`src/sv/priority_queue_max_extract_defines.svh`:
```
// Assertion macros for the priority queue
`ifndef PRIORITY_QUEUE_MAX_EXTRACT_DEFINES_SVH
`define PRIORITY_QUEUE_MAX_EXTRACT_DEFINES_SVH

// same-cycle implication
`define PQME_ASSERT_IMPL(lbl, ante, cons, msg) \
	lbl: assert property (@(posedge clk) disable iff (!arst_n) (ante) |-> (cons)) \
		else $error(msg);

// next-cycle implication
`define PQME_ASSERT_NEXT(lbl, ante, cons, msg) \
	lbl: assert property (@(posedge clk) disable iff (!arst_n) (ante) |=> (cons)) \
		else $error(msg);

`endif

```
`src/sv/pqme_pkg.sv`:
```
package pqme_pkg;

	localparam int PQME_CAPACITY = 16;

	localparam int VALUE_W  = 32;
	localparam int PRIO_W   = 16;
	localparam int STATUS_W = 2;
	localparam int FILL_W   = 5;

	localparam logic REQ_INSERT = 1'b0;
	localparam logic REQ_REMOVE = 1'b1;

	localparam logic [STATUS_W-1:0] ST_DONE  = 2'd0;
	localparam logic [STATUS_W-1:0] ST_EMPTY = 2'd1;
	localparam logic [STATUS_W-1:0] ST_FULL  = 2'd2;

	typedef struct packed {
		logic                     valid;
		logic signed [PRIO_W-1:0]  prio;
		logic signed [VALUE_W-1:0] value;
	} pqme_slot_t;

	typedef struct packed {
		logic ins;
		logic rem;
	} pqme_ctrl_t;

endpackage

```
`src/sv/pqme_cell.sv`:
```
// One slot of the sorted chain; highest priority sits in the first cell,
// ties kept oldest first.
module pqme_cell
	import pqme_pkg::*;
(
	input  logic                     clk,
	input  logic                     arst_n,
	input  pqme_ctrl_t               ctrl,
	input  logic signed [VALUE_W-1:0] new_value,
	input  logic signed [PRIO_W-1:0]  new_prio,
	input  pqme_slot_t               left,
	input  logic                     left_ge,
	input  pqme_slot_t               right,
	output pqme_slot_t               slot,
	output logic                     ge_out
);

	logic                      valid_q;
	logic signed [PRIO_W-1:0]  prio_q;
	logic signed [VALUE_W-1:0] value_q;
	pqme_slot_t slot_q;
	pqme_slot_t slot_d;

	assign slot_q = '{valid: valid_q, prio: prio_q, value: value_q};
	assign ge_out = slot_q.valid && (slot_q.prio >= new_prio);
	assign slot   = slot_q;

	always_comb begin
		slot_d = slot_q;
		priority if (ctrl.rem) begin
			slot_d = right;
		end else if (ctrl.ins && !ge_out) begin
			if (left_ge) begin
				slot_d.prio  = new_prio;
				slot_d.value = new_value;
			end else begin
				slot_d.prio  = left.prio;
				slot_d.value = left.value;
			end
			slot_d.valid = slot_q.valid | left.valid;
		end
	end

	always_ff @(posedge clk or negedge arst_n) begin
		if (!arst_n) begin
			valid_q <= 1'b0;
		end else begin
			valid_q <= slot_d.valid;
		end
	end

	always_ff @(posedge clk) begin
		prio_q  <= slot_d.prio;
		value_q <= slot_d.value;
	end

endmodule

```
`src/sv/priority_queue_max_extract.sv`:
```
// Result: strobed on done in the cycle after start is taken.
// Busy is high while the result is shown, so no new start is taken until the last result has been strobed.
// All cells update together from their neighbours.
// Reset clears the valid bits, entry count and result strobe; slot contents are not cleared.
// The receiver cannot stall: each result is shown for exactly one cycle.
`include "priority_queue_max_extract_defines.svh"

module priority_queue_max_extract
	import pqme_pkg::*;
#(
	parameter int CAPACITY = PQME_CAPACITY
) (
	input  logic                      clk,
	input  logic                      arst_n,
	input  logic                      start,
	output logic                      busy,
	input  logic                      req_type,
	input  logic signed [VALUE_W-1:0]  item_value,
	input  logic signed [PRIO_W-1:0]   item_priority,
	output logic                      done,
	output logic signed [VALUE_W-1:0]  out_value,
	output logic [STATUS_W-1:0]        status,
	output logic [FILL_W-1:0]          fill_level
);

	localparam int CNT_W = $clog2(CAPACITY + 1);

	pqme_slot_t       slots    [CAPACITY];
	pqme_slot_t       left_in  [CAPACITY];
	pqme_slot_t       right_in [CAPACITY];
	logic             ge       [CAPACITY];
	logic             left_ge  [CAPACITY];
	logic [CAPACITY-1:0] valid_vec;

	pqme_ctrl_t ctrl;
	logic       accept;
	logic       full;
	logic       empty;

	logic                     done_q;
	logic signed [VALUE_W-1:0] out_value_q;
	logic [STATUS_W-1:0]       status_q;
	logic [CNT_W-1:0]          count_q;
	logic [CNT_W-1:0]          count_d;
	logic [CNT_W+FILL_W-1:0]   count_ext;

	assign accept = start && !busy;
	assign busy   = done_q;
	assign full   = slots[CAPACITY-1].valid;
	assign empty  = !slots[0].valid;

	assign ctrl.ins = accept && (req_type == REQ_INSERT) && !full;
	assign ctrl.rem = accept && (req_type == REQ_REMOVE) && !empty;

	always_comb begin
		for (int i = 0; i < CAPACITY; i++) begin
			valid_vec[i] = slots[i].valid;
			if (i == 0) begin
				left_in[i] = '{valid: 1'b1, prio: '0, value: '0};
				left_ge[i] = 1'b1;
			end else begin
				left_in[i] = slots[i-1];
				left_ge[i] = ge[i-1];
			end
			if (i == CAPACITY - 1) begin
				right_in[i] = '0;
			end else begin
				right_in[i] = slots[i+1];
			end
		end
	end

	for (genvar g = 0; g < CAPACITY; g++) begin : g_cell
		pqme_cell u_cell (
			.clk       (clk),
			.arst_n    (arst_n),
			.ctrl      (ctrl),
			.new_value (item_value),
			.new_prio  (item_priority),
			.left      (left_in[g]),
			.left_ge   (left_ge[g]),
			.right     (right_in[g]),
			.slot      (slots[g]),
			.ge_out    (ge[g])
		);
	end

	always_comb begin
		count_d = count_q;
		priority if (ctrl.ins) begin
			count_d = count_q + 1'b1;
		end else if (ctrl.rem) begin
			count_d = count_q - 1'b1;
		end
	end

	always_ff @(posedge clk or negedge arst_n) begin
		if (!arst_n) begin
			done_q  <= 1'b0;
			count_q <= '0;
		end else begin
			done_q  <= accept;
			count_q <= count_d;
		end
	end

	always_ff @(posedge clk) begin
		if (accept) begin
			out_value_q <= ctrl.rem ? slots[0].value : '0;
			priority if (req_type == REQ_INSERT && full) begin
				status_q <= ST_FULL;
			end else if (req_type == REQ_REMOVE && empty) begin
				status_q <= ST_EMPTY;
			end else begin
				status_q <= ST_DONE;
			end
		end
	end

	assign count_ext  = {{FILL_W{1'b0}}, count_q};
	assign done       = done_q;
	assign out_value  = out_value_q;
	assign status     = status_q;
	assign fill_level = count_ext[FILL_W-1:0];

	`PQME_ASSERT_NEXT(a_result_follows, accept, done, "no result after accepted item")
	`PQME_ASSERT_IMPL(a_count_matches, 1'b1, $countones(valid_vec) == count_q,
		"entry count differs from valid cells")
	`PQME_ASSERT_IMPL(a_head_sorted, slots[1].valid, slots[0].prio >= slots[1].prio,
		"head cell not highest priority")
	`PQME_ASSERT_NEXT(a_remove_count, ctrl.rem, count_q == $past(count_q) - 1'b1,
		"removal did not decrement count")

endmodule

```
`config.mk`:
```
export PLATFORM = sky130hd
export DESIGN_NAME = priority_queue_max_extract
export DESIGN_NICKNAME = d
export VERILOG_FILES = /design/src/sv/pqme_pkg.sv /design/src/sv/pqme_cell.sv /design/src/sv/priority_queue_max_extract.sv
export VERILOG_INCLUDE_DIRS = /design/src /design/src/sv
export SDC_FILE = /design/constraint.sdc
export NUM_CORES = 2
export LEC_CHECK = 0
export BUFFER_PORTS_ARGS = -buffer_cell sky130_fd_sc_hd__buf_2
export CAP_MARGIN = 40
export CELL_PAD_IN_SITES_DETAIL_PLACEMENT = 1
export CELL_PAD_IN_SITES_GLOBAL_PLACEMENT = 1
export CORE_ASPECT_RATIO = 1.2
export CORE_MARGIN = 4
export CORE_UTILIZATION = 55
export CTS_CLUSTER_SIZE = 24
export DETAILED_ROUTE_END_ITERATION = 8
export PLACE_DENSITY = 0.82
export SYNTH_ARGS = -nofsm -noshare
export SYNTH_HDL_FRONTEND = slang
export SYNTH_SLANG_ARGS = --single-unit
```
`constraint.sdc`:
```
create_clock -name clk -period 14.66 [get_ports clk]
set_input_delay 0.733 -clock clk [delete_from_list [all_inputs] [get_ports clk]]
set_output_delay 0.733 -clock clk [all_outputs]
set_load 0.01 [all_outputs]
```
Yosys cells after proc, flatten, opt, wreduce, memory -nomap -nowiden
Cells that the tools add are included.

storage, ports and cells
  register bits after elaboration = 824
  input port bits = 52
  output and inout bits = 41
  logic and storage cells = 211

operators by class
  add/subtract/negate cells = 2
  magnitude comparators = 16
  mux-type cells = 50
  bitwise gates (word level) = 16
  reductions and logical operators = 75

operators with widths
  kind                                              number
  two-way mux 49 bit                                32
  two-way mux 48 bit                                15
  greater-or-equal comparator 16 bit                16
  logical AND 1 bit                                 39
  nonzero test 2 bit                                17
  logical NOT 1 bit                                 19
  bitwise OR 1 bit                                  15
  two-way mux 5 bit                                 2
  adder 5 x 1 -> 5 bit, second input constant       1
  subtractor 5 x 1 -> 5 bit, second input constant  1
  two-way mux 1 bit                                 1
  NOT 1 bit                                         1

Longest topological paths before layout
  depth in word-level cells = 7
  mapped depth = 12
  mapped depth without buffers = 9

Cells and area by module
A second synthesis with hierarchy kept.

unflattened totals
  cell total of the unflattened synthesis = 4615
  area, all modules = 49339.8 µm²

modules (own cells, without submodules)
  module                            instances  cells an instance  area each (µm²)  seq. area each (µm²)
  pqme_cell (g_cell[2].u_cell ...)  8          284                2990.4           1466.4
  pqme_cell (g_cell[0].u_cell ...)  8          279                2967.8           1466.4
  priority_queue_max_extract        1          111                1674.1           1171.1

Worst setup path after synthesis
OpenSTA, ideal clock, no wires.

  path type = input to register
  start = input port item_priority[1]
  end = register g_cell[4].u_cell.prio_q[0] (enable)
  setup time = 0.520 ns
  arrival = 5.788 ns
  required time = 14.140 ns
  path slack = 8.352 ns
  stages = 8
  path buffers = 0
  path through = inv_1 > ha_1 > nor2b_1 > o211ai_1 > a2111oi_1 > nor4_2 > mux2_2 > o21ai_0

on the way
  cells in the longest elaborated chain, start to end = 5

ends and longest elaborated chain
  element                             RTL line                          source
  start, declared                     priority_queue_max_extract.sv:19  input logic signed [PRIO_W-1:0] item_priority,
  greater-or-equal comparator 16 bit  pqme_cell.sv:25                   assign ge_out = slot_q.valid && (slot_q.prio >= new_prio);
  logical AND 1 bit                   pqme_cell.sv:25
  logical NOT 1 bit                   pqme_cell.sv:32                   end else if (ctrl.ins && !ge_out) begin
  logical AND 1 bit                   pqme_cell.sv:32
  nonzero test 2 bit (no line)        --
  end signal, assigned                pqme_cell.sv:53                   prio_q <= slot_d.prio;
  end, declared                       pqme_cell.sv:19                   logic signed [PRIO_W-1:0] prio_q;

Every way passes these cells.
A chain may end at the register's enable or synchronous reset.

==> flow_summary.ini <==
[outcome]
status = finished clean

[job]
drv_cap = 0

[cts]
cts_resized = 0
cts.hold.buffers_added = 0
cts_made_buffers = 87
cts_num_sinks = 824
cts_tree = done
clock_path_buffers = 3
cts_max_level = 3
cts_root_buf = clkbuf_16
clock_latency_ns = 0.68
postCtsSetupRepairBufs = 0
clk_pin_slew_ns = 0.07

[critical_path]
critPathLaunchType = flop
crit_path_end_kind = flop
r2r-start = busy
ff2ff_setup_slack_ns = 9.52
r2r_cells = 8
r2r-end = g_cell[14].u_cell.prio_q[0]
cp_data_arrival_time_ns = 5.61
critical_path_class = reg2reg
critPathMaxFanout = 182
crit_required_ns = 15.12

[grt]
gr-total-overflow = 0
grt_pass1_vias = 40050
grt_use_total = 0.3836
met2_usage = 0.6159
met3_usage = 0.05505
use_met1 = 0.4844
gr-max-usage-layer = met2
grt_max_degree = 183
grt_pass1_wl_mm = 253.3
antenna_found_initial = 15

[cells_and_area]
final_cell_mix = nand2_1, edfxtp_1, nand3_1, o211ai_1, ha_1
syn2layout_area_growth_pct = 9.667
final_common_cell = nand2_1
drive_gt1_frac = 0.07772
fillerInstances = 8644
multi_input_area_sq_um = 19600
register_area_sq_um = 24150
utilization = 0.6107
fin_cells = 5387
nNetsFinal = 4557

[sta]
period_share = 0.3508
finalHoldViolCount = 0
min_period_ns = 5.142
clock_skew_ns = 0.02768
final.setup.tns_ns = 0
slew-limit-headroom = 0.3330
rsz0062_at_grt = false
worst_slack_ns = 9.518
setup_violations = 0
tightestPinTransition_ns = 1.001
fmax_mhz = 194.5
finalMaxSlewViolations = 0

[place]
hpwl_mm = 104.5
port_buffers = 92
place.gp.congestion = 0.9200
pre_cts_ws_ns = 9.322
dp_cells = 5216

[floorplanning]
die_h_um = 321.8
ios = 93
dieWidth_um = 269.5
dieArea_sq_um = 86700
coreArea_sq_um = 81020
rows = 114
initial_core_util = 0.5569

[logic_synthesis]
synth_edf_count = 754
synth_seq_cells = 824
synth.distinct_cells = 58
yosysSeqAreaShare = 0.5353
syn-num-nets = 4683
synth_async_sr_flop_share = 0.02670
ys_top_cells_by_area = edfxtp_1, o211ai_1, ha_1
synth_cells = 4387
synth_area_per_cell_sq_um = 10.28
yosysTopAreaCell = edfxtp_1
yosysTopAreaCellShare = 0.5018
synth_area_sq_um = 45120
ys.flop_type = edfxtp_1
yosysWarnings = 0

[drt]
drc = 0
first_pass_iters = 6
drtAntennaViolNets = 0
vias = 38730
viasPerCell = 7.189
wl_per_cell_um = 31.73
first_iter_violations = 4871
wl_mm = 170.9

[min_path]
hold_class = in2async

[power_and_ir_drop]
p_leak_nw = 17.67
power_density_nw_per_um2 = 186.8
vdd_ir_drop_max_uv = 128.9
total_power_mw = 9.242
critical path: stages (launching register included):
cell,delay (ns)
dfrtp_1,0.39
nand2b_1,0.24
inv_2,0.64
and3_4,0.86
buf_4,0.81
buf_12,0.65
buf_4,0.70
nand2_1,0.22
o211ai_1,0.19
through the flow:
stage,hold WS (ns),cell area [sq um]
floorplan,0.4249,45120
global placement,0.4349,46140
detailed placement,0.4415,46680
CTS,0.1418,49460
global route,0.1775,49480
finish,0.1519,49480
area by class of cell:
class | instances | share of cell area
Inverter | 42 | 0.003186
Multi-Input combinational cell | 3137 | 0.3962
Clock buffer | 139 | 0.05118
Antenna cell | 7 | 0.0003540
Clock inverter | 25 | 0.005133
Sequential cell | 824 | 0.4882
Timing Repair Buffer | 169 | 0.02938
Tap cell | 1044 | 0.02640
state kept, by name (all words and copies together), names as in the netlist:
signal	cells
busy	1
fill_level	5
g_cell.u_cell.prio_q	256
g_cell.u_cell.valid_q	16
g_cell.u_cell.value_q	512
out_value	32
status	2
layer usage:
| layer | wire length, um | share of wire | up-vias |
|---|---|---|---|
| met3 | 15550 | 0.091 | 599 |
| li1 | - | - | 16380 |
| met5 | 0 | 0 | - |
| met2 | 79100 | 0.46 | 2281 |
| met1 | 62660 | 0.37 | 19470 |
| met4 | 13610 | 0.080 | 0 |
cells in the mapped netlist, types with 25 or more instances:
library cell and n:
inv_1 41, o211ai_1 531, o21ai_0 83, nand3_1 540, ha_1 243, dfxtp_1 48
edfxtp_1 754, a21oi_1 171, nor2_1 179, o22ai_1 52, nor4_1 57, a21o_1 25
nor3b_1 51, nand4_1 46, nor3_1 53, nand2_1 779, mux2i_1 146, and2_1 35
clkbuf_1 310, buf_2 46
power breakdown:
group          switching (mW)  internal [mW]  total, mW
sequential              0.388           3.38       3.77
combinational            2.19           1.04       3.24
clock                    1.02           1.21       2.23
total                    3.60           5.64       9.24
how the worst max path moves through the flow:
stage,startpoint,to,slack [ns],cells past startpoint
after floorplan,item_priority[1],g_cell[4].u_cell.prio_q[0],8.35,8
after global placement,item_priority[5],g_cell[3].u_cell.value_q[27],9.34,12
after detailed placement,item_priority[5],g_cell[3].u_cell.value_q[17],9.32,12
after CTS,busy,g_cell[14].u_cell.prio_q[0],9.69,8
after global routing,busy,g_cell[14].u_cell.prio_q[0],9.29,8
final,busy,g_cell[14].u_cell.prio_q[0],9.52,8
logic make-up after synthesis:
family / count (synthesis) / share of synthesized area
AOI/OAI and AO/OA: 947 / 0.1428
xor gates and xnor gates: 4 / 0.0007766
adders and majority gates: 244 / 0.06783
buffers and inverters: 426 / 0.03780
DFF: 824 / 0.5353
muxes: 151 / 0.03394
and+or+nand+nor: 1791 / 0.1815
No activity file was read; power rests on OpenSTA's default activity.
